===== config.mk =====
export PLATFORM = sky130hd
export DESIGN_NAME = line_segment_rect_clipper
export DESIGN_NICKNAME = d
export VERILOG_FILES = /design/src/sv/lsrc_pkg.sv /design/src/sv/line_segment_rect_clipper.sv
export SDC_FILE = /design/constraint.sdc
export NUM_CORES = 2
export LEC_CHECK = 0
export CORE_ASPECT_RATIO = 0.9
export CORE_MARGIN = 2
export CORE_UTILIZATION = 35
export DETAILED_ROUTE_END_ITERATION = 10
export DONT_BUFFER_PORTS = 1
export HOLD_SLACK_MARGIN = 0.08
export PLACE_DENSITY = 0.61
export SLEW_MARGIN = 15
export SYNTH_ARGS = -nofsm -noshare
export SYNTH_HDL_FRONTEND = slang
export SYNTH_SLANG_ARGS = --single-unit

===== constraint.sdc =====
create_clock -name clk_i -period 19.9 [get_ports clk_i]
set_clock_uncertainty 0.05 [all_clocks]
set_input_delay 5.97 -clock clk_i [delete_from_list [all_inputs] [get_ports clk_i]]
set_output_delay 5.97 -clock clk_i [all_outputs]
set_load 0.005 [all_outputs]

===== src/sv/lsrc_pkg.sv =====
// ----------------------------------------------------------------------------
// lsrc_pkg
// Shared constants and helpers for the line segment rectangle clipper.
// ----------------------------------------------------------------------------
package lsrc_pkg;

  // Coordinate format: signed Q12.4
  localparam int CoordW   = 16;
  // Internal exact width: right and bottom edges reach about twice the range
  localparam int IntW     = CoordW + 3;
  // Magnitude of a difference of two internal values
  localparam int MagW     = IntW - 1;
  // Product of two magnitudes
  localparam int ProdW    = 2 * MagW;
  localparam int CntW     = $clog2(ProdW);

  localparam int MaxRounds = 10;
  localparam int RoundW    = $clog2(MaxRounds + 1);

  // Result kinds
  localparam logic [1:0] KIND_POINT  = 2'd0;
  localparam logic [1:0] KIND_ACCEPT = 2'd1;
  localparam logic [1:0] KIND_REJECT = 2'd2;

  // Configuration register indices
  localparam int CfgIdxW = 2;
  localparam logic [CfgIdxW-1:0] REG_LEFT   = 2'd0;
  localparam logic [CfgIdxW-1:0] REG_TOP    = 2'd1;
  localparam logic [CfgIdxW-1:0] REG_WIDTH  = 2'd2;
  localparam logic [CfgIdxW-1:0] REG_HEIGHT = 2'd3;

  // Region code bits
  localparam int BIT_LEFT   = 0;
  localparam int BIT_RIGHT  = 1;
  localparam int BIT_BOTTOM = 2;
  localparam int BIT_TOP    = 3;

  typedef logic signed [IntW-1:0] coord_t;

  function automatic logic [3:0] region_code(coord_t x, coord_t y, coord_t l, coord_t r,
                                             coord_t t, coord_t b);
    logic [3:0] c;
    c = '0;
    if (x < l) c[BIT_LEFT] = 1'b1;
    else if (x > r) c[BIT_RIGHT] = 1'b1;
    if (y < t) c[BIT_TOP] = 1'b1;
    else if (y > b) c[BIT_BOTTOM] = 1'b1;
    return c;
  endfunction

  function automatic logic [MagW-1:0] magnitude(coord_t v);
    coord_t a;
    a = (v < 0) ? -v : v;
    return a[MagW-1:0];
  endfunction

  function automatic logic signed [CoordW-1:0] saturate(coord_t v);
    coord_t hi;
    coord_t lo;
    hi = coord_t'((1 << (CoordW - 1)) - 1);
    lo = -hi - coord_t'(1);
    if (v > hi) return hi[CoordW-1:0];
    if (v < lo) return lo[CoordW-1:0];
    return v[CoordW-1:0];
  endfunction

endpackage


===== src/sv/line_segment_rect_clipper.sv =====
// ----------------------------------------------------------------------------
// line_segment_rect_clipper
// Region-code clipping of one segment against a configured rectangle.
// ----------------------------------------------------------------------------
// Usage
//   Config channel (cfg_valid_i/cfg_ready_o, cfg_index_i, cfg_data_i): index 0
//   left, 1 top, 2 width, 3 height. Always ready; write only while idle.
//   Input channel takes one segment request (start and end point, Q12.4).
//   in_ready_o is high only while no segment is being worked on.
//   Output channel gives one intersection request per clipping round and
//   then one final request (accepted segment or rejected) with last_o set.
// Sequencing
//   Each round passes through a decide state, a multiply state, a serial
//   restoring divide over ProdW (36) quotient bits, a fix-up state and an
//   output state; the serial divider dominates. The final request comes from
//   one more decide state after the segment's last round.
// Reset and stalls
//   Reset clears the rectangle to zero and returns the sequencer to idle.
//   While out_ready_i is low the pending request is held and the sequencer
//   waits; nothing is dropped.
// ----------------------------------------------------------------------------
module line_segment_rect_clipper (
  input  logic                                 clk_i,
  input  logic                                 rst_ni,
  input  logic                                 cfg_valid_i,
  output logic                                 cfg_ready_o,
  input  logic [lsrc_pkg::CfgIdxW-1:0]         cfg_index_i,
  input  logic [lsrc_pkg::CoordW-1:0]          cfg_data_i,
  input  logic                                 in_valid_i,
  output logic                                 in_ready_o,
  input  logic signed [lsrc_pkg::CoordW-1:0]   start_x_i,
  input  logic signed [lsrc_pkg::CoordW-1:0]   start_y_i,
  input  logic signed [lsrc_pkg::CoordW-1:0]   end_x_i,
  input  logic signed [lsrc_pkg::CoordW-1:0]   end_y_i,
  output logic                                 out_valid_o,
  input  logic                                 out_ready_i,
  output logic [1:0]                           kind_o,
  output logic signed [lsrc_pkg::CoordW-1:0]   point_x_o,
  output logic signed [lsrc_pkg::CoordW-1:0]   point_y_o,
  output logic signed [lsrc_pkg::CoordW-1:0]   clip_end_x_o,
  output logic signed [lsrc_pkg::CoordW-1:0]   clip_end_y_o,
  output logic                                 last_o
);
  import lsrc_pkg::*;

  // Sequencer states
  localparam logic [2:0] ST_IDLE   = 3'd0;
  localparam logic [2:0] ST_DECIDE = 3'd1;
  localparam logic [2:0] ST_MUL    = 3'd2;
  localparam logic [2:0] ST_DIV    = 3'd3;
  localparam logic [2:0] ST_FIX    = 3'd4;
  localparam logic [2:0] ST_OUT    = 3'd5;

  logic [2:0] state_q, state_d;

  // Rectangle registers
  logic signed [CoordW-1:0] left_q, left_d, top_q, top_d;
  logic [CoordW-2:0]        width_q, width_d, height_q, height_d;

  // Working endpoints, held exactly
  coord_t x1_q, x1_d, y1_q, y1_d, x2_q, x2_d, y2_q, y2_d;

  // Operands of the current round
  coord_t          base_q, base_d, edge_q, edge_d;
  logic [MagW-1:0] dm_q, dm_d, nm_q, nm_d, den_q, den_d;
  logic            neg_q, neg_d;
  logic            move1_q, move1_d;   // moving the first endpoint
  logic            edge_y_q, edge_y_d; // edge fixes y, x is interpolated

  // Shared multiply / divide datapath: prod_q holds product, then quotient
  logic [ProdW-1:0] prod_q, prod_d;
  logic [MagW-1:0]  rem_q, rem_d;
  logic [CntW-1:0]  cnt_q, cnt_d;
  logic [RoundW-1:0] round_q, round_d;

  // Output register
  logic [1:0]               kind_q, kind_d;
  logic signed [CoordW-1:0] px_q, px_d, py_q, py_d, ex_q, ex_d, ey_q, ey_d;
  logic                     last_q, last_d;

  // Edges and region codes
  coord_t     l_w, t_w, r_w, b_w;
  logic [3:0] c1_w, c2_w, co_w;

  assign l_w = coord_t'(left_q);
  assign t_w = coord_t'(top_q);
  assign r_w = l_w + coord_t'({1'b0, width_q});
  assign b_w = t_w + coord_t'({1'b0, height_q});

  assign c1_w = region_code(x1_q, y1_q, l_w, r_w, t_w, b_w);
  assign c2_w = region_code(x2_q, y2_q, l_w, r_w, t_w, b_w);
  assign co_w = (c1_w != 4'd0) ? c1_w : c2_w;

  // Divider step
  logic [MagW:0]   rem_sh;
  logic            ge;
  logic [MagW:0]   rem_sub;
  assign rem_sh  = {rem_q, prod_q[ProdW-1]};
  assign ge      = rem_sh >= {1'b0, den_q};
  assign rem_sub = rem_sh - {1'b0, den_q};

  // Fix-up: signed quotient added to base; zero divisor gives zero
  logic [MagW-1:0] quot;
  coord_t          qs, val;
  assign quot = (den_q == '0) ? '0 : prod_q[MagW-1:0];
  assign qs   = coord_t'({1'b0, quot});
  assign val  = base_q + (neg_q ? -qs : qs);

  // Operand selection for one round
  coord_t dd, nn, dn;
  always_comb begin
    if (co_w[BIT_TOP]) begin
      dd = x2_q - x1_q; nn = t_w - y1_q; dn = y2_q - y1_q;
    end else if (co_w[BIT_BOTTOM]) begin
      dd = x2_q - x1_q; nn = b_w - y1_q; dn = y2_q - y1_q;
    end else if (co_w[BIT_LEFT]) begin
      dd = y2_q - y1_q; nn = l_w - x1_q; dn = x2_q - x1_q;
    end else begin
      dd = y2_q - y1_q; nn = r_w - x1_q; dn = x2_q - x1_q;
    end
  end

  always_comb begin
    state_d  = state_q;
    left_d   = left_q;   top_d    = top_q;
    width_d  = width_q;  height_d = height_q;
    x1_d = x1_q; y1_d = y1_q; x2_d = x2_q; y2_d = y2_q;
    base_d = base_q; edge_d = edge_q;
    dm_d = dm_q; nm_d = nm_q; den_d = den_q;
    neg_d = neg_q; move1_d = move1_q; edge_y_d = edge_y_q;
    prod_d = prod_q; rem_d = rem_q; cnt_d = cnt_q; round_d = round_q;
    kind_d = kind_q; px_d = px_q; py_d = py_q; ex_d = ex_q; ey_d = ey_q;
    last_d = last_q;

    // Config writes, assumed only while idle
    if (cfg_valid_i) begin
      unique case (cfg_index_i)
        REG_LEFT:   left_d   = cfg_data_i;
        REG_TOP:    top_d    = cfg_data_i;
        REG_WIDTH:  width_d  = cfg_data_i[CoordW-2:0];
        REG_HEIGHT: height_d = cfg_data_i[CoordW-2:0];
        default: ;
      endcase
    end

    unique case (state_q)
      ST_IDLE: begin
        if (in_valid_i) begin
          x1_d = coord_t'(start_x_i); y1_d = coord_t'(start_y_i);
          x2_d = coord_t'(end_x_i);   y2_d = coord_t'(end_y_i);
          round_d = '0;
          state_d = ST_DECIDE;
        end
      end
      ST_DECIDE: begin
        ex_d = '0; ey_d = '0; px_d = '0; py_d = '0;
        if (round_q == RoundW'(MaxRounds) || (c1_w & c2_w) != 4'd0) begin
          kind_d = KIND_REJECT; last_d = 1'b1;
          state_d = ST_OUT;
        end else if ((c1_w | c2_w) == 4'd0) begin
          kind_d = KIND_ACCEPT; last_d = 1'b1;
          px_d = saturate(x1_q); py_d = saturate(y1_q);
          ex_d = saturate(x2_q); ey_d = saturate(y2_q);
          state_d = ST_OUT;
        end else begin
          edge_y_d = co_w[BIT_TOP] | co_w[BIT_BOTTOM];
          base_d   = edge_y_d ? x1_q : y1_q;
          if (co_w[BIT_TOP])         edge_d = t_w;
          else if (co_w[BIT_BOTTOM]) edge_d = b_w;
          else if (co_w[BIT_LEFT])   edge_d = l_w;
          else                       edge_d = r_w;
          move1_d = (c1_w != 4'd0);
          dm_d  = magnitude(dd);
          nm_d  = magnitude(nn);
          den_d = magnitude(dn);
          neg_d = ((dd < 0) ^ (nn < 0)) ^ (dn < 0);
          state_d = ST_MUL;
        end
      end
      ST_MUL: begin
        prod_d  = ProdW'(dm_q) * ProdW'(nm_q);
        rem_d   = '0;
        cnt_d   = CntW'(ProdW - 1);
        state_d = ST_DIV;
      end
      ST_DIV: begin
        rem_d  = ge ? rem_sub[MagW-1:0] : rem_sh[MagW-1:0];
        prod_d = {prod_q[ProdW-2:0], ge};
        cnt_d  = cnt_q - CntW'(1);
        if (cnt_q == '0) state_d = ST_FIX;
      end
      ST_FIX: begin
        if (move1_q) begin
          x1_d = edge_y_q ? val : edge_q;
          y1_d = edge_y_q ? edge_q : val;
        end else begin
          x2_d = edge_y_q ? val : edge_q;
          y2_d = edge_y_q ? edge_q : val;
        end
        kind_d = KIND_POINT; last_d = 1'b0;
        px_d = saturate(edge_y_q ? val : edge_q);
        py_d = saturate(edge_y_q ? edge_q : val);
        ex_d = '0; ey_d = '0;
        round_d = round_q + RoundW'(1);
        state_d = ST_OUT;
      end
      ST_OUT: begin
        if (out_ready_i) state_d = last_q ? ST_IDLE : ST_DECIDE;
      end
      default: state_d = ST_IDLE;
    endcase
  end

  // Control and configuration
  always_ff @(posedge clk_i or negedge rst_ni) begin
    if (!rst_ni) begin
      state_q  <= ST_IDLE;
      left_q   <= '0;
      top_q    <= '0;
      width_q  <= '0;
      height_q <= '0;
      round_q  <= '0;
      cnt_q    <= '0;
    end else begin
      state_q  <= state_d;
      left_q   <= left_d;
      top_q    <= top_d;
      width_q  <= width_d;
      height_q <= height_d;
      round_q  <= round_d;
      cnt_q    <= cnt_d;
    end
  end

  // Payload
  always_ff @(posedge clk_i) begin
    x1_q <= x1_d; y1_q <= y1_d; x2_q <= x2_d; y2_q <= y2_d;
    base_q <= base_d; edge_q <= edge_d;
    dm_q <= dm_d; nm_q <= nm_d; den_q <= den_d;
    neg_q <= neg_d; move1_q <= move1_d; edge_y_q <= edge_y_d;
    prod_q <= prod_d; rem_q <= rem_d;
    kind_q <= kind_d; px_q <= px_d; py_q <= py_d; ex_q <= ex_d; ey_q <= ey_d;
    last_q <= last_d;
  end

  assign cfg_ready_o  = 1'b1;
  assign in_ready_o   = (state_q == ST_IDLE);
  assign out_valid_o  = (state_q == ST_OUT);
  assign kind_o       = kind_q;
  assign point_x_o    = px_q;
  assign point_y_o    = py_q;
  assign clip_end_x_o = ex_q;
  assign clip_end_y_o = ey_q;
  assign last_o       = last_q;

endmodule


==> results.cfg <==
[placed_design]
post-dp-hpwl_mm = 99.80
numPortBuffers = 0
postPlaceCellArea_um2 = 39660
place.gp.congestion = 0.9652
dp.cells = 5457
pre_cts_slack_ps = 11550

[clocking]
ctsLongestPathBuffers = 3
cts_tree = yes
cts_resized = 0
cts_max_level = 2
hold_buffers = 0
clock-root-buffer = clkbuf_16
clk_latency_ps = 630
path_clk_slew_ps = 80
cts.sinks = 365
cts_made_buffers = 42
postCtsSetupBuffers = 0

[sta]
tightest_slew_ps = 1122
slew_headroom = 0.2495
rsz0062_at_grt = false
clock.fmax_ghz = 0.1203
period_needed_ps = 8316
slew_viol_final = 0
setup_tns_ps = 0
finalCritPeriodShare = 0.4179
finalHoldViolations = 0
worst_slack_ps = 11580
setup_viol = 0

[layout]
layout_commonest_cell = nand2_1
final_cell_mix = 519 x nand2_1, 493 x inv_1, 372 x ha_1, 290 x edfxtp_1, 266 x fa_1
finalNetCount = 4776
final_cell_area_um2 = 41130
nFillCells = 10900
drive_above_1_share = 0.05630
fin_cells = 5542
areaGrowthSynthToFinish_pct = 7.671

[logic_synthesis]
seq_area_frac_synth = 0.2771
yosys.cell_types.count = 107
yosysTopAreaCell = edfxtp_1
synth_fp_nets = 4857
async_flop_share = 0.2055
synth_area_um2 = 38200
synth_top_area_frac = 0.2280
synthFlopType = edfxtp_1
syn_avg_cell_area_um2 = 9.245
synth_area_leaders = edfxtp_1 23%, fa_1 14%, ha_1 12%
synth-seq-cells = 365
synthCells = 4132
synth-edff-count = 290
synth-warning-count = 0

[drt]
antenna_left = 0
dr.pass1.iters = 5
wire_per_inst_um = 22.66
via_count = 30670
totalWireLength_mm = 125.6
drc_errors = 0
via_per_inst = 5.534
drt_iter0_drc = 2809

[die]
pin_count = 157
rows = 114
die_area_um2 = 111800
initial_core_util = 0.3543
die_h_um = 317.4
die_w_um = 352.2
coreArea_um2 = 107800

[global_route]
gr-usage-met2 = 0.3289
grt_use_met1 = 0.3055
antenna_found_initial = 21
grt_pass1_wl_mm = 186.4
use_met3 = 0.05483
grt_pass1_vias = 29620
grt-busiest-layer = met2
grt_max_degree = 83
grt_overflow = 0
grt_util_all_layers = 0.2195

[setup_path]
cp_cell_sequence = nand2_1 > fa_1 > inv_1 > fa_1 > fa_1 > fa_1 > inv_1 > fa_1 > inv_1 > fa_1 > ha_1 > a21oi_1 > nor2b_1 > o21ai_0 > nand2b_1 > or4_1 > a31oi_1 > o21ai_1 > a2111oi_0 > o31ai_1 > o41a_1 > xnor2_1 > mux2_2
worstSetupStartpointType = flip-flop
crit_path_frequent_cell = fa_1
required_ps = 20210
end_kind = flip-flop
critPathTopFamily = adder cells
critical_path_peak_fanout = 18
r2r-end = prod_q[35]
r2r_slack_ps = 11580
worst-r2r-cell-count = 23
crit_type = flip-flop to flip-flop
crit_slowest_cell = edfxtp_1
timing.critical_path.buf_inv = 3
cp.arrival_ps = 8620
critPathMaxStageDelay_ps = 820
r2r_start = dm_q[6]

[min_path]
min_delay_path_depth = 1
holdCritPathClass = flip-flop to flip-flop
min-delay-start = round_q[3]
whs_endpoint = round_q[3]

[status]
outcome = finished, final reports clean

[run]
cap_viol_max_count = 0
## cell usage after synthesis, drive strengths merged, types with 16 or more instances
master and n:
nand2 523, inv 495, ha 372, edfxtp 290, fa 266, nor2 247
o21ai 216, a21oi 210, xnor2 148, clkbuf 123, and2 119, a21o 102
xor2 81, mux2i 80, dfrtp 75, nor3 67, o21a 61, nand3 58
mux2 54, nand2b 44, a211oi 33, a31oi 33, nor2b 32, o31ai 32
nand4 30, buf 29, a221o 26, o21bai 25, or3 24, o221ai 23
or2 19, and3 18, o211ai 17, a21boi 16
## sequential cells by signal, summed over array words and instances, names as in the netlist, 17 cells and up
| signal | count |
|---|---|
| y2_q | 19 |
| x1_q | 19 |
| den_q | 18 |
| edge_q | 17 |
| prod_q | 36 |
| dm_q | 18 |
| y1_q | 19 |
| base_q | 19 |
| rem_q | 18 |
| nm_q | 18 |
| x2_q | 19 |
## final cells by class
type,instances,area (um^2),area share
Multi-Input combinational cell,3118,25190,0.6124
Sequential cell,365,10590,0.2574
Clock inverter,32,362.8,0.008822
Antenna cell,7,17.52,0.0004259
Inverter,497,1872,0.04551
Timing Repair Buffer,27,202.7,0.004928
Clock buffer,46,1086,0.02640
Tap cell,1450,1814,0.04411
## kinds of logic (layout without fill, tap and decap cells)
kind of cell    count (synthesis)  in the layout  share of synthesized area
fa+ha+maj                     638            638                     0.2612
buf+inv                       649            602                    0.06524
flops                         365            365                     0.2771
xor+xnor                      229            229                    0.05250
compound gates                898            898                     0.1587
other cells                     1              8                 0.00009817
mux                           134            134                    0.03688
simple gates                 1218           1218                     0.1483
## layer usage
metal / vias up / part of all wire
li1: 14130 / -
met1: 15020 / 0.44
met2: 1265 / 0.43
met3: 235 / 0.095
met4: 20 / 0.039
met5: - / 0.00096
## worst max-delay path by stage
stage	startpoint	end	slack [ps]	depth (start not counted)
floorplan	left_q[0]	base_q[0]	8270	22
global placement	dm_q[6]	prod_q[35]	11560	23
detailed placement	dm_q[6]	prod_q[35]	11550	23
CTS	dm_q[6]	prod_q[35]	11500	23
global route	dm_q[10]	prod_q[34]	11010	21
finish	dm_q[6]	prod_q[35]	11580	23
## metrics by stage
step / hold WS [ps] / utilization
floorplan: 400.4 / -
global placement: 432.3 / 0.3678
detailed placement: 439.2 / 0.3678
CTS: 446.6 / 0.3813
global route: 461.9 / 0.3813
finish: 454.2 / 0.3814
Power is not shown: default switching activity piles up to over one toggle a cycle in this logic, so the estimate is an artifact.
